## src/rtl/core/apc_pkg.sv

```systemverilog
// Shared constants, field widths and the Adams coefficient table for the
// predictor-corrector block. Depends on nothing; used by every module in rtl/core.
package apc_pkg;

    localparam int DATA_W       = 32;
    localparam int STEP_W       = 31;
    localparam int INDEX_W      = 6;
    localparam int ORDER_W      = 3;
    localparam int RING         = 4;
    localparam int NUM_VARS_DEF = 64;

    // Weighted sum: coefficient numerators over 24 times Q16.16 derivatives.
    localparam int COEF_W = 7;
    localparam int TERM_W = DATA_W + COEF_W;
    localparam int SUM_W  = TERM_W + 2;
    localparam int MAG_W  = TERM_W;

    // Radix-4 serial multiply of the sum magnitude by the timestep.
    localparam int MUL_DIGITS = (STEP_W + 1) / 2;
    localparam int MUL_W      = MAG_W + 2 * MUL_DIGITS;
    localparam int FRAC_W     = 16;
    localparam int T_W        = MUL_W - FRAC_W;

    // Rounded division by 24: add half, drop three bits, radix-4 divide by 3.
    localparam int ROUND_BIAS = 12;
    localparam int QUO_W      = T_W - 3;
    localparam int DIV_DIGITS = QUO_W / 2;
    localparam int RES_W      = QUO_W + 2;

    localparam logic OP_PREDICT = 1'b0;
    localparam logic OP_CORRECT = 1'b1;

    localparam logic CFG_PREDICT_ORDER = 1'b0;
    localparam logic CFG_CORRECT_ORDER = 1'b1;

    // Numerators over 24 of the Adams-Bashforth (predict) and Adams-Moulton
    // (correct) weights; term 0 is the newest derivative.
    function automatic logic signed [COEF_W-1:0] coef(
        input logic               is_corr,
        input logic [ORDER_W-1:0] ord,
        input logic [1:0]         term
    );
        logic signed [COEF_W-1:0] c;
        c = '0;
        unique case ({is_corr, ord, term})
            {1'b0, 3'd2, 2'd0}: c = 7'sd24;
            {1'b0, 3'd3, 2'd0}: c = 7'sd36;
            {1'b0, 3'd3, 2'd1}: c = -7'sd12;
            {1'b0, 3'd4, 2'd0}: c = 7'sd46;
            {1'b0, 3'd4, 2'd1}: c = -7'sd32;
            {1'b0, 3'd4, 2'd2}: c = 7'sd10;
            {1'b0, 3'd5, 2'd0}: c = 7'sd55;
            {1'b0, 3'd5, 2'd1}: c = -7'sd59;
            {1'b0, 3'd5, 2'd2}: c = 7'sd37;
            {1'b0, 3'd5, 2'd3}: c = -7'sd9;
            {1'b1, 3'd3, 2'd0}: c = 7'sd12;
            {1'b1, 3'd3, 2'd1}: c = 7'sd12;
            {1'b1, 3'd4, 2'd0}: c = 7'sd10;
            {1'b1, 3'd4, 2'd1}: c = 7'sd16;
            {1'b1, 3'd4, 2'd2}: c = -7'sd2;
            {1'b1, 3'd5, 2'd0}: c = 7'sd9;
            {1'b1, 3'd5, 2'd1}: c = 7'sd19;
            {1'b1, 3'd5, 2'd2}: c = -7'sd5;
            {1'b1, 3'd5, 2'd3}: c = 7'sd1;
            default:            c = '0;
        endcase
        return c;
    endfunction

endpackage

```

## src/rtl/core/apc_div.sv

```systemverilog
// Rounded division by 24: adds half a divisor, drops three bits, then divides
// by 3 two bits per cycle with a two-bit remainder. Depends on apc_pkg.
module apc_div (
    input  logic                          clk,
    input  logic                          rst_n,
    input  logic                          start,
    input  logic [apc_pkg::T_W-1:0]       dividend,
    output logic                          done,
    output logic [apc_pkg::QUO_W-1:0]     quotient
);

    localparam int CNT_W = $clog2(apc_pkg::DIV_DIGITS);

    logic                         busy_reg;
    logic                         done_reg;
    logic [CNT_W-1:0]             cnt_reg;
    logic [apc_pkg::QUO_W-1:0]    quo_reg;
    logic [1:0]                   rem_reg;
    logic [apc_pkg::T_W-1:0]      biased;
    logic [3:0]                   window;
    logic [1:0]                   digit;
    logic [3:0]                   rem_full;

    assign biased = dividend + apc_pkg::T_W'(apc_pkg::ROUND_BIAS);
    assign window = {rem_reg, quo_reg[apc_pkg::QUO_W-1 -: 2]};

    always_comb
    begin
        priority if (window >= 4'd9)
        begin
            digit = 2'd3;
        end
        else if (window >= 4'd6)
        begin
            digit = 2'd2;
        end
        else if (window >= 4'd3)
        begin
            digit = 2'd1;
        end
        else
        begin
            digit = 2'd0;
        end
        rem_full = window - {1'b0, digit, 1'b0} - {2'b00, digit};
    end

    always_ff @(posedge clk or negedge rst_n)
    begin
        if (!rst_n)
        begin
            busy_reg <= 1'b0;
            done_reg <= 1'b0;
            cnt_reg  <= '0;
        end
        else
        begin
            done_reg <= 1'b0;
            if (start)
            begin
                busy_reg <= 1'b1;
                cnt_reg  <= '0;
            end
            else if (busy_reg)
            begin
                cnt_reg <= cnt_reg + 1'b1;
                if (cnt_reg == CNT_W'(apc_pkg::DIV_DIGITS - 1))
                begin
                    busy_reg <= 1'b0;
                    done_reg <= 1'b1;
                end
            end
        end
    end

    always_ff @(posedge clk)
    begin
        if (start)
        begin
            quo_reg <= biased[apc_pkg::T_W-1:3];
            rem_reg <= 2'b00;
        end
        else if (busy_reg)
        begin
            quo_reg <= {quo_reg[apc_pkg::QUO_W-3:0], digit};
            rem_reg <= rem_full[1:0];
        end
    end

    assign done     = done_reg;
    assign quotient = quo_reg;

endmodule
```

## config.mk

```make
export PLATFORM = sky130hd
export DESIGN_NAME = apc_div
export DESIGN_NICKNAME = d
export VERILOG_FILES = /design/src/rtl/core/apc_pkg.sv /design/src/rtl/core/apc_div.sv
export SDC_FILE = /design/constraint.sdc
export NUM_CORES = 1
export LEC_CHECK = 0
export BUFFER_PORTS_ARGS = -buffer_cell sky130_fd_sc_hd__buf_2
export CAP_MARGIN = 20
export CORE_UTILIZATION = 40
export DETAILED_ROUTE_END_ITERATION = 16
export PLACE_DENSITY_LB_ADDON = 0.12
export REMOVE_ABC_BUFFERS = 1
export SLEW_MARGIN = 20
export SYNTH_ARGS = -nofsm -noshare
export SYNTH_HDL_FRONTEND = slang
export SYNTH_SLANG_ARGS = --single-unit
```

## constraint.sdc

```tcl
create_clock -name clk -period 3.15 [get_ports clk]
set_clock_uncertainty 0.1 [all_clocks]
set_input_delay 0.63 -clock clk [delete_from_list [all_inputs] [get_ports clk]]
set_output_delay 0.63 -clock clk [all_outputs]
set_load 0.01 [all_outputs]
```

**Word-level counts from Yosys, hierarchy flattened**

Index checks and enable logic that the tools add are counted.

- Bits of input ports: 58
- Flip-flop bits (word level): 61
- Output and inout port bits: 53

- $lt $le $gt $ge: 3
- Add/sub/neg operators: 4
- Reduce and logical (&&, ||, !) cells: 1
- Multiplexer cells: 13
- Equality and inequality tests: 1

Operators by type and width:

| kind | number |
|---|---|
| $mux W52 | 2 |
| $add A55 B4 Y55 const B | 1 |
| $mux W5 | 2 |
| $mux W1 | 7 |
| $add A5 B1 Y5 const B | 1 |
| $eq A5 B5 Y1 const B | 1 |
| $ge A4 B2 Y1 const B | 1 |
| $ge A4 B3 Y1 const B | 1 |
| $ge A4 B4 Y1 const B | 1 |
| $mux W2 | 2 |
| $sub A2 B2 Y2 | 2 |
| $reduce_bool A2 Y1 | 1 |

**Logic depth before layout (Yosys ltp)**

- Word-level depth: 6
- Depth in mapped cells: 11

**Worst setup path before layout**

OpenSTA, ideal clock, no wires.

- Path type: in2reg
- Start: in dividend[2] (netlist name)
- End: reg quo_reg (netlist bit quotient[49]) (data pin)
- Stages: 9
- Arrival time: 2.736 ns
- Path slack: 0.162 ns
- Path buffers: 2
- Data required time: 2.898 ns
- Path through: inv_1 -> ha_1 -> nand4b_2 -> or3_1 -> buf_6 -> or4b_1 -> buf_2 -> or4_1 -> a31oi_1

- Cells in the longest elaborated chain, start to end: 2

RTL lines:

| element | RTL line | text |
|---|---|---|
| start: declaration | apc_div.sv:7 | `input logic [apc_pkg::T_W-1:0] dividend,` |
| $add A55 B4 Y55 | apc_div.sv:24 | `assign biased = dividend + apc_pkg::T_W'(apc_pkg::ROUND_BIAS);` |
| $mux W52 | apc_div.sv:78 | `if (start)` |
| end signal: assignment | apc_div.sv:80 | `quo_reg <= biased[apc_pkg::T_W-1:3];` |
| end signal: assignment | apc_div.sv:85 | `quo_reg <= {quo_reg[apc_pkg::QUO_W-3:0], digit};` |
| end: declaration | apc_div.sv:17 | `logic [apc_pkg::QUO_W-1:0] quo_reg;` |

No other way between the ends.
A chain may end at the register's enable or synchronous reset.

**Worst setup path in the final report**

Same ends and word-level chain as after synthesis.

==> key figures <==
Outcome
  – Status: finished, final reports clean

Synth
  – Yosys reg bits: 61
  – Main synth FF type: edfxtp_1
  – Seq/Total Area, Yosys: 46.4%
  – Ys async rst share: 11.5%
  – Yosys warnings: 0
  – Number of flops mapped to enable cells by yosys: 52
  – Xor and xnor fraction of the mapped netlist area: 10.1%
  – Synth Area in Adders: 1.96%
  – Library cells used by synthesis: 50
  – Synth top area share: 40.8%
  – Post-Syn Area per Cell: 9.20 um2
  – Synth area leader: edfxtp_1
  – Post-synthesis compound-gate area fraction: 10.9%
  – Mapped cell area: 3830 um2
  – Mux contribution to synthesized area: 0.262%
  – Area contributors post-synth: edfxtp_1 41%, xnor2_1 7.3%, nor2_1 6.4%, a21oi_1 5.2%, dfrtp_1 4.6%
  – Gate Count Post-Synth: 416
  – Largest family of logic cells by synthesized area: simple AND/OR/NAND/NOR gates
  – Simple-gate area share of the yosys netlist: 26.5%

CTS
  – Clock latency at the later pin of the worst-skew pair: 0.34 ns
  – CTS Buf Count: 9
  – Post-CTS Hold Fix Bufs: 0
  – CTS Buffer Depth: 2
  – H-tree Lvls: 3
  – Clock root cell: clkbuf_8
  – Setup Buffers After CTS: 0
  – PostCTS Resize Cnt: 0
  – Clock-pin slew on the worst setup and hold paths: 0.07 ns
  – CTS tree: yes
  – Clock sinks: 61

Setup path
  – Setup CP Type: input pin to flop
  – Worst-path maximum fanout: 8
  – WP data arrival: 2.86 ns
  – CP endpoint kind: flop
  – Register-to-Register Path Depth: 10
  – CP startpoint kind: input pin
  – Reg-to-Reg Start: quotient[51]
  – Critical Path RT: 3.24 ns
  – R2r setup slk: 0.42 ns
  – Reg2reg end: rem_reg[1]

Die
  – Die X: 99.8 um
  – Core area: 9240 um2
  – FP Rows: 35
  – Die Ht: 99.8 um
  – Die Footprint: 9960 um2
  – Ports: 111
  – Initial Utilization: 41.4%

Routing
  – Drt drc: 0
  – Detailed Routing Iterations Pass 1: 5
  – Starting DRT DRC Count: 120
  – WL/cell: 15.0 um
  – Total wire length: 9.91 mm
  – Vias: 3530
  – Avg Vias per Cell: 5.33
  – Routed Antenna Nets: 0

Place
  – Port Buf Inserts: 108
  – Placed Area: 4560 um2
  – Dpl hpwl: 7.22 mm
  – Placer congestion estimate: 0.805

Cells and area
  – Fillers: 895
  – Number of flip-flops in the largest register: 52
  – Most common cell after layout, fill and taps aside: buf_2
  – Layout Area Growth over Synthesis: 24.1%
  – Layout Cell Area excl Fill: 4750 um2
  – Final net count: 592
  – ANT cells: 0
  – Share of cells above drive strength 1: 27.8%
  – Most frequent cells in the layout: 107 x buf_2, 65 x nor2_1, 52 x edfxtp_1

GRT
  – Largest net degree at the start of global routing: 53
  – Initial antenna violation count: 0
  – Grt total ovfl: 0
  – Vias in the first global route: 3217
  – GRT Overall Usage: 20.2%
  – First-pass GRT wire length: 15.7 mm

Worst hold path
  – Hold Crit Class: input pin to async pin

STA
  – Fmax: 361 MHz
  – Max-slew headroom: 67.0%
  – Max Slew Vio Count: 0
  – Final worst-path cycle share: 88.0%
  – RSZ-0062 raised after global routing: no
  – Slew @ Worst Pin: 0.495 ns
  – Final hold violation count: 0
  – Final setup viols: 0
  – Period minus WS final: 2.77 ns
  – Setup_tns: 0 ns

Power
  – Cell Pwr Density: 459 nW/um2
  – Peak supply drop: 0.188 mV
  – Leakage Power: 1.83 nW
  – Total power: 2.18 mW

Run
  – MaxCap Viol Count: 0
## cell usage after synthesis, types with 2 or more instances
master / instances
a211oi_1: 3
nor3_1: 8
dfxtp_1: 2
nand3_1: 20
edfxtp_1: 52
nor3b_1: 2
dfrtp_1: 7
and3_1: 7
o21ai_0: 14
and2_1: 2
clkbuf_1: 17
nor4_1: 18
nand4b_1: 3
a21oi_1: 40
or4_1: 4
xnor2_1: 32
ha_1: 6
a31oi_1: 11
or2_2: 4
or4_2: 2
xor2_1: 12
nand2_1: 21
nor2_1: 65
nand4_1: 13
inv_1: 15
buf_1: 2
and4_1: 4
or3_1: 8
## critical path: stages
cell	delay (ns)
buf_2	0.10
inv_1	0.04
ha_1	0.20
nand4b_2	0.24
or3_1	0.36
or4b_1	0.67
or4_1	0.44
a31oi_1	0.17
## stage by stage
stage	std cells	hold WS (ns)	util (%)	setup slack (ns)
after floorplan	394	0.234	-	0.193
after global placement	646	0.373	49.4	0.0679
after detailed placement	646	0.376	49.4	0.0306
after CTS	662	0.00326	51.4	0.390
after global routing	662	0.0113	51.4	0.192
final	662	0.00855	51.4	0.378
## per-layer routing
layer,vias to the layer above,global-route usage (%),part of all wire (%)
met4,0,7.92,1.3
li1,1755,-,-
met3,11,2.99,4.9
met2,93,32.5,46
met1,1671,27.5,47
met5,-,0,0
## final cells by class
cell class / instances / area (um2) / area share [%]
tap: 129 / 161 / 3.40
sequential: 61 / 1780 / 37.4
clock inverter: 3 / 16.3 / 0.342
multi-input combinational: 318 / 1900 / 40.0
clock buffer: 13 / 170 / 3.58
timing repair buffer: 123 / 668 / 14.1
inverter: 15 / 56.3 / 1.19
## kinds of logic after synthesis
| family | after synthesis |
|---|---|
| AOI/OAI and AO/OA | 75 |
| xor gates and xnor gates | 44 |
| adders and majority gates | 6 |
| buffers and inverters | 37 |
| DFF | 61 |
| muxes | 1 |
| and+or+nand+nor | 192 |
## power breakdown
group | internal, mW | switching [mW]
logic | 0.204 | 0.256
clock network | 0.354 | 0.320
registers | 0.977 | 0.0678
## worst max-delay path by stage
stage | from | endpoint | cells after the start
2_1_floorplan | dividend[2] | quotient[49] | 7
3_3_place_gp | dividend[2] | quotient[49] | 8
3_5_place_dp | dividend[2] | quotient[37] | 8
4_1_cts | dividend[2] | quotient[37] | 8
5_1_grt | quotient[51] | rem_reg[1] | 10
6_report | dividend[2] | quotient[49] | 8
No activity file was read; power rests on OpenSTA's default activity.
