--- src/rtl/core/apc_pkg.sv ---
// Shared constants, field widths and the Adams coefficient table for the
// predictor-corrector block. Depends on nothing; used by every module in rtl/core.
package apc_pkg;

    localparam int DATA_W       = 32;
    localparam int STEP_W       = 31;
    localparam int INDEX_W      = 6;
    localparam int ORDER_W      = 3;
    localparam int RING         = 4;
    localparam int NUM_VARS_DEF = 64;

    // Weighted sum: coefficient numerators over 24 times Q16.16 derivatives.
    localparam int COEF_W = 7;
    localparam int TERM_W = DATA_W + COEF_W;
    localparam int SUM_W  = TERM_W + 2;
    localparam int MAG_W  = TERM_W;

    // Radix-4 serial multiply of the sum magnitude by the timestep.
    localparam int MUL_DIGITS = (STEP_W + 1) / 2;
    localparam int MUL_W      = MAG_W + 2 * MUL_DIGITS;
    localparam int FRAC_W     = 16;
    localparam int T_W        = MUL_W - FRAC_W;

    // Rounded division by 24: add half, drop three bits, radix-4 divide by 3.
    localparam int ROUND_BIAS = 12;
    localparam int QUO_W      = T_W - 3;
    localparam int DIV_DIGITS = QUO_W / 2;
    localparam int RES_W      = QUO_W + 2;

    localparam logic OP_PREDICT = 1'b0;
    localparam logic OP_CORRECT = 1'b1;

    localparam logic CFG_PREDICT_ORDER = 1'b0;
    localparam logic CFG_CORRECT_ORDER = 1'b1;

    // Numerators over 24 of the Adams-Bashforth (predict) and Adams-Moulton
    // (correct) weights; term 0 is the newest derivative.
    function automatic logic signed [COEF_W-1:0] coef(
        input logic               is_corr,
        input logic [ORDER_W-1:0] ord,
        input logic [1:0]         term
    );
        logic signed [COEF_W-1:0] c;
        c = '0;
        unique case ({is_corr, ord, term})
            {1'b0, 3'd2, 2'd0}: c = 7'sd24;
            {1'b0, 3'd3, 2'd0}: c = 7'sd36;
            {1'b0, 3'd3, 2'd1}: c = -7'sd12;
            {1'b0, 3'd4, 2'd0}: c = 7'sd46;
            {1'b0, 3'd4, 2'd1}: c = -7'sd32;
            {1'b0, 3'd4, 2'd2}: c = 7'sd10;
            {1'b0, 3'd5, 2'd0}: c = 7'sd55;
            {1'b0, 3'd5, 2'd1}: c = -7'sd59;
            {1'b0, 3'd5, 2'd2}: c = 7'sd37;
            {1'b0, 3'd5, 2'd3}: c = -7'sd9;
            {1'b1, 3'd3, 2'd0}: c = 7'sd12;
            {1'b1, 3'd3, 2'd1}: c = 7'sd12;
            {1'b1, 3'd4, 2'd0}: c = 7'sd10;
            {1'b1, 3'd4, 2'd1}: c = 7'sd16;
            {1'b1, 3'd4, 2'd2}: c = -7'sd2;
            {1'b1, 3'd5, 2'd0}: c = 7'sd9;
            {1'b1, 3'd5, 2'd1}: c = 7'sd19;
            {1'b1, 3'd5, 2'd2}: c = -7'sd5;
            {1'b1, 3'd5, 2'd3}: c = 7'sd1;
            default:            c = '0;
        endcase
        return c;
    endfunction

endpackage

--- src/rtl/core/apc_mul.sv ---
// Radix-4 serial multiplier: sum magnitude times timestep, two timestep bits
// per cycle, product shifted right through one register. Depends on apc_pkg.
module apc_mul (
    input  logic                          clk,
    input  logic                          rst_n,
    input  logic                          start,
    input  logic [apc_pkg::MAG_W-1:0]     mag,
    input  logic [apc_pkg::STEP_W-1:0]    step,
    output logic                          done,
    output logic [apc_pkg::T_W-1:0]       scaled
);

    localparam int CNT_W = $clog2(apc_pkg::MUL_DIGITS);
    localparam int LO_W  = 2 * apc_pkg::MUL_DIGITS;
    localparam int ADD_W = apc_pkg::MAG_W + 2;

    logic                        busy_reg;
    logic                        done_reg;
    logic [CNT_W-1:0]            cnt_reg;
    logic [apc_pkg::MAG_W-1:0]   mag_reg;
    logic [ADD_W-1:0]            mag3_reg;
    logic [apc_pkg::MUL_W-1:0]   prod_reg;
    logic [apc_pkg::MUL_W-1:0]   prod_next;
    logic [ADD_W-1:0]            addend;
    logic [ADD_W-1:0]            partial;

    always_comb
    begin
        unique case (prod_reg[1:0])
            2'd0:    addend = '0;
            2'd1:    addend = {2'b00, mag_reg};
            2'd2:    addend = {1'b0, mag_reg, 1'b0};
            default: addend = mag3_reg;
        endcase
        partial   = {2'b00, prod_reg[apc_pkg::MUL_W-1:LO_W]} + addend;
        prod_next = {partial, prod_reg[LO_W-1:2]};
    end

    always_ff @(posedge clk or negedge rst_n)
    begin
        if (!rst_n)
        begin
            busy_reg <= 1'b0;
            done_reg <= 1'b0;
            cnt_reg  <= '0;
        end
        else
        begin
            done_reg <= 1'b0;
            if (start)
            begin
                busy_reg <= 1'b1;
                cnt_reg  <= '0;
            end
            else if (busy_reg)
            begin
                cnt_reg <= cnt_reg + 1'b1;
                if (cnt_reg == CNT_W'(apc_pkg::MUL_DIGITS - 1))
                begin
                    busy_reg <= 1'b0;
                    done_reg <= 1'b1;
                end
            end
        end
    end

    always_ff @(posedge clk)
    begin
        if (start)
        begin
            mag_reg  <= mag;
            mag3_reg <= {2'b00, mag} + {1'b0, mag, 1'b0};
            prod_reg <= {{(apc_pkg::MUL_W - apc_pkg::STEP_W){1'b0}}, step};
        end
        else if (busy_reg)
        begin
            prod_reg <= prod_next;
        end
    end

    assign done   = done_reg;
    assign scaled = prod_reg[apc_pkg::MUL_W-1:apc_pkg::FRAC_W];

endmodule

--- config.mk ---
export PLATFORM = sky130hd
export DESIGN_NAME = apc_mul
export DESIGN_NICKNAME = d
export VERILOG_FILES = /design/src/rtl/core/apc_pkg.sv /design/src/rtl/core/apc_mul.sv
export SDC_FILE = /design/constraint.sdc
export NUM_CORES = 1
export LEC_CHECK = 0
export ABC_AREA = 1
export BUFFER_PORTS_ARGS = -buffer_cell sky130_fd_sc_hd__buf_4
export CAP_MARGIN = 20
export CORE_MARGIN = 2
export CORE_UTILIZATION = 55
export DETAILED_ROUTE_END_ITERATION = 8
export HOLD_SLACK_MARGIN = 0.08
export PLACE_DENSITY = 0.78
export RECOVER_POWER = 25
export SYNTH_ARGS = -nofsm -noshare
export SYNTH_HDL_FRONTEND = slang
export SYNTH_SLANG_ARGS = --single-unit
export TNS_END_PERCENT = 50
--- constraint.sdc ---
create_clock -name clk -period 2.4 [get_ports clk]
set_input_delay 0.12 -clock clk [delete_from_list [all_inputs] [get_ports clk]]
set_output_delay 0.12 -clock clk [all_outputs]
set_load 0.01 [all_outputs]
After elaboration in Yosys (flattened, before gate mapping) --
Cells that the tools add are included. Widths: inputs -> output; s select.
Word-level totals: flip-flop bits (word level) 157, input port bits 73, output and inout bits 56, logic and storage cells 26
Cells by class: add/sub/neg operators 3, equal/unequal tests 3, muxes and demuxes 11, reductions and logical operators 2
Operators by type and width (number):
- $pmux 41 s3 | 1
- $mux 31 | 2
- $add 39x40->41 | 1
- $add 39x41->41 | 1
- $mux 4 | 2
- $mux 1 | 6
- $add 4x1->4 const B | 1
- $eq 4x4->1 const B | 1
- $eq 2x1->1 const B | 1
- $eq 2x2->1 const B | 1
- $logic_not 2->1 | 1
- $reduce_bool 2->1 | 1

Longest topological paths before layout --
depth in word-level cells 5, gate-level depth with buffers 21, depth with buffers taken out 20

Worst setup path after synthesis --
Ideal clock, no wire load.
path type reg-to-reg, from register prod_reg[0] in the netlist's numbering, to register prod_reg[62] in the netlist's numbering, library setup time 0.109 ns, arrival time 2.435 ns, data required time 2.291 ns, path slack -0.144 ns, cell stages (with the launch flop) 20, buffers on the path 3, period minus slack after synthesis 2.544 ns, cell sequence edfxtp_1 -> buf_2 -> nand2_1 -> buf_2 -> buf_1 -> o22ai_1 -> nor2_1 -> ha_1 -> nand2_1 -> inv_1 -> a21oi_1 -> nand2_1 -> nand2_1 -> nand3_2 -> nand2_1 -> nand2_1 -> nand2_1 -> nand3_1 -> nand2_1 -> inv_1
Between the ends: word-level cells in the longest chain between the ends 3, elaborated cells between the ends (all ways) 5, those cells by class add/sub (1); eq/ne (2); mux (1); reduce/logical (1)
RTL lines:
- start: declaration | line apc_mul.sv:22 | logic [apc_pkg::MUL_W-1:0] prod_reg;
- start signal: assignment | line apc_mul.sv:73 | prod_reg <= {{(apc_pkg::MUL_W - apc_pkg::STEP_W){1'b0}}, step};
- start signal: assignment | line apc_mul.sv:77 | prod_reg <= prod_next;
- $eq 2x2->1 (tied with other cells) | line apc_mul.sv:29 | unique case (prod_reg[1:0])
- $pmux 41 s3 (*) | line apc_mul.sv:29
- $add 39x41->41 (*) | line apc_mul.sv:35 | partial = {2'b00, prod_reg[apc_pkg::MUL_W-1:LO_W]} + addend;
Mark *: on every way between the ends. The rest lies on a longest branch, timed or not. A chain may end at the register's enable or synchronous reset.

Final worst setup path --
from register prod_reg[0] in the netlist's numbering, to register prod_reg[65] in the netlist's numbering
The elaborated chain is that of the path after synthesis.

==> reports/metrics.csv <==
metric,value,unit
DR vias,12970,
pwr/cell area,903.0,mW/mm^2
failing checks,negative setup slack,
fmax,357.7,MHz
CP arrival,3.14,ns
WL final,41.22,mm
relative slew slack,7.400,%
Site Rows,54,
n_diodes,0,
"Seq/Total Area, Yosys",34.70,%
final worst path period share,116.5,%
global-route wire length before repair,59.10,mm
Seq cells post-synth,156,
vias in the first global route,12040,
Post-synth ARST share,3.846,%
max-slew violations,0,
maximum VDD drop,0.5630,mV
worst-path fanout max,6,
placed cells,2155,
hold_ws,0.4263,ns
Post-route DRC,0,
Syn Inst Count,1750,
drt wl/cell,17.98,um
gpl congestion,0.9854,
Ys Warns,0,
initial antenna violation count,0,
Final nets,2156,
R2R setup slack,-0.40,ns
share of layout cells above drive strength 1,28.61,%
global route overflow,0,
Crit. End Element,flip-flop,
Leak,8.260,nW
"Net Count, Synth",1906,
total clock sinks,156,
hold-critical path depth,2,
Setup TNS,-10.02,ns
DP Area,0.01372,mm^2
starting density of the core,56.17,%
Storage cell area,0.004254,mm^2
outcome,"finished, violations left",
setup ws final,-0.3960,ns
post-route insts no fill,2293,
Clock Skew,0.01147,ns
Mapped Area,0.01226,mm^2
CORE AREA,0.02182,mm^2
ANT nets after route,0,
clock transition at the registers of the reported paths,0.07,ns
WHS Endpoint,mag_reg[0],
crit path kind,flip-flop to flip-flop,
port bufs,128,
CTS tree,built,
Multi-input gate area,0.007930,mm^2
Post-synth EDFFs,110,
Worst R2R Path Depth,19,
# Max-Cap Violations,0,
die area,0.02350,mm^2
worst min path class,input pin to flip-flop,
die span in x,153.3,um
Unique masters post-synth,43,
type of origin of the critical path,flip-flop,
Vias/cell,5.655,
HPWL Detailed,27.05,mm
"count leader, synth",nand2_1,
Synth top cells by count,"541 x nand2_1, 262 x inv_1, 156 x nor2_1, 110 x edfxtp_1, 108 x a21oi_1",
unrepaired setup endpoints after global routing,yes,
largest area contributor in the netlist,edfxtp_1,
reg2reg end,prod_reg[65],
Clock Tree Buf Depth,2,
post-synth top area share,26.95,%
worst-skew pair later-pin latency,0.44,ns
clock buffer count from CTS,17,
root buf cell,clkbuf_16,
chip height,153.3,um
Area Overhead vs Synth,36.97,%
min Tclk post-route,2.796,ns
RR Startpoint,prod_reg[0],
Final setup viols,44,
number of flip-flops under the largest register name,71,
largest net degree at the start of global routing,113,
"Hold Violations, Final",0,
top post-synthesis cells by area,"edfxtp_1 27%, nand2_1 17%, ha_1 8.3%",
final instance area,0.01679,mm^2
H-tree lvl count,4,
DR iter-0 viols,1115,
Overall Power,15.16,mW
I/O pin total,129,
Syn Area/Cell,7.005,um^2
GRT Total Usage,31.39,%
first-pass iteration count of the detailed router,5,
Place WS,-0.3998,ns
Util after Layout,76.94,%
main flop type after synthesis,edfxtp_1,
Critical Path RT,2.74,ns
FILL cells,1513,
pin slew with the least headroom to its limit,1.389,ns
worst hold start,mag[0],
[placed cells by master (no fill, tap or decap), types with 4 or more instances in the layout]
cell             n
a21oi_1         76
dlygate4sd3_1   72
ha_4            32
clkbuf_1        39
o21a_1           5
nand3_4          5
ha_1            47
o22ai_1         15
inv_2           26
nand2_1        428
dfrtp_1          6
nor2_2          32
o21ai_1         42
nand2_4         37
dfxtp_1         40
edfxtp_1       110
o221ai_1        14
o221ai_2         4
buf_4          190
xnor2_1         11
inv_8            7
inv_1          237
nand3_1         54
buf_6            8
buf_16           4
nor2_4          21
a21oi_2         29
clkinv_8         4
clkbuf_16       19
a21oi_4          8
nand4_1         11
xor2_1          33
nand2_2         95
o21ai_2          7
a21o_1           6
nand3_2         18
o21bai_1         6
nor3_1           9
nor2_1         113
o21ai_0         46
[repair_timing]
| item | 4_1_cts | 5_1_grt |
|---|---|---|
| pin swaps | 27 | 115 |
| gates resized for setup | 173 | 246 |
| hold buffers | 72 | 0 |
| cloned | 4 | 2 |
| setup endpoints to repair | 38 | 42 |
| endpoints found under the hold margin | 77 | 0 |
| setup buffers | 16 | 13 |
[logic make-up after synthesis]
family | Yosys count | synth area share (%)
buf+inv | 357 | 12.69
compound gates | 271 | 12.62
xor+xnor | 45 | 3.215
fa+ha+maj | 83 | 8.594
simple gates | 838 | 28.18
flops | 156 | 34.70
[power by group]
part / switching, mW / internal, mW
combinational: 4.77 / 3.70
clock: 1.31 / 1.40
sequential: 0.532 / 3.44
[critical path, cell delays in order (launching register included)]
cell and delay (ns):
edfxtp_1 0.46, buf_6 0.17, nand2_8 0.12, buf_16 0.14, o221ai_2 0.09, o21ai_1 0.11, inv_1 0.10, ha_4 0.34
nand2_4 0.09, nor2_4 0.13, buf_6 0.11, nand2_1 0.06, inv_2 0.06, nand4_1 0.19, nand3_4 0.19, nand2_4 0.07
nand3_2 0.06, nand3_1 0.08, nand2_1 0.09, inv_1 0.04
[layout make-up]
type	count	area share (%)
multi-input combinational	1237	47.23
inverter	266	6.044
clock buffer	17	2.534
sequential	156	25.34
timing repair buffer	322	15.78
clock inverter	15	0.9911
tap	280	2.087
[metal layers]
metal  vias up  global-route usage [%]  wire length, um
li1       6119                       -                -
met1      5976                   38.77            16150
met2       681                   55.00            19730
met3       191                   3.969             2859
met4         0                   13.80             2477
met5         -                       0                0
[worst max path at each step]
stage	from	to	slack [ns]	depth (start not counted)
2_1_floorplan	prod_reg[0]	prod_reg[62]	0.003	19
3_3_place_gp	prod_reg[0]	prod_reg[59]	-0.34	18
3_5_place_dp	prod_reg[1]	prod_reg[59]	-0.40	18
4_1_cts	prod_reg[0]	prod_reg[62]	-0.18	18
5_1_grt	prod_reg[0]	prod_reg[69]	-0.48	18
6_report	prod_reg[0]	prod_reg[65]	-0.40	19
(Power assumes the default switching activity.)
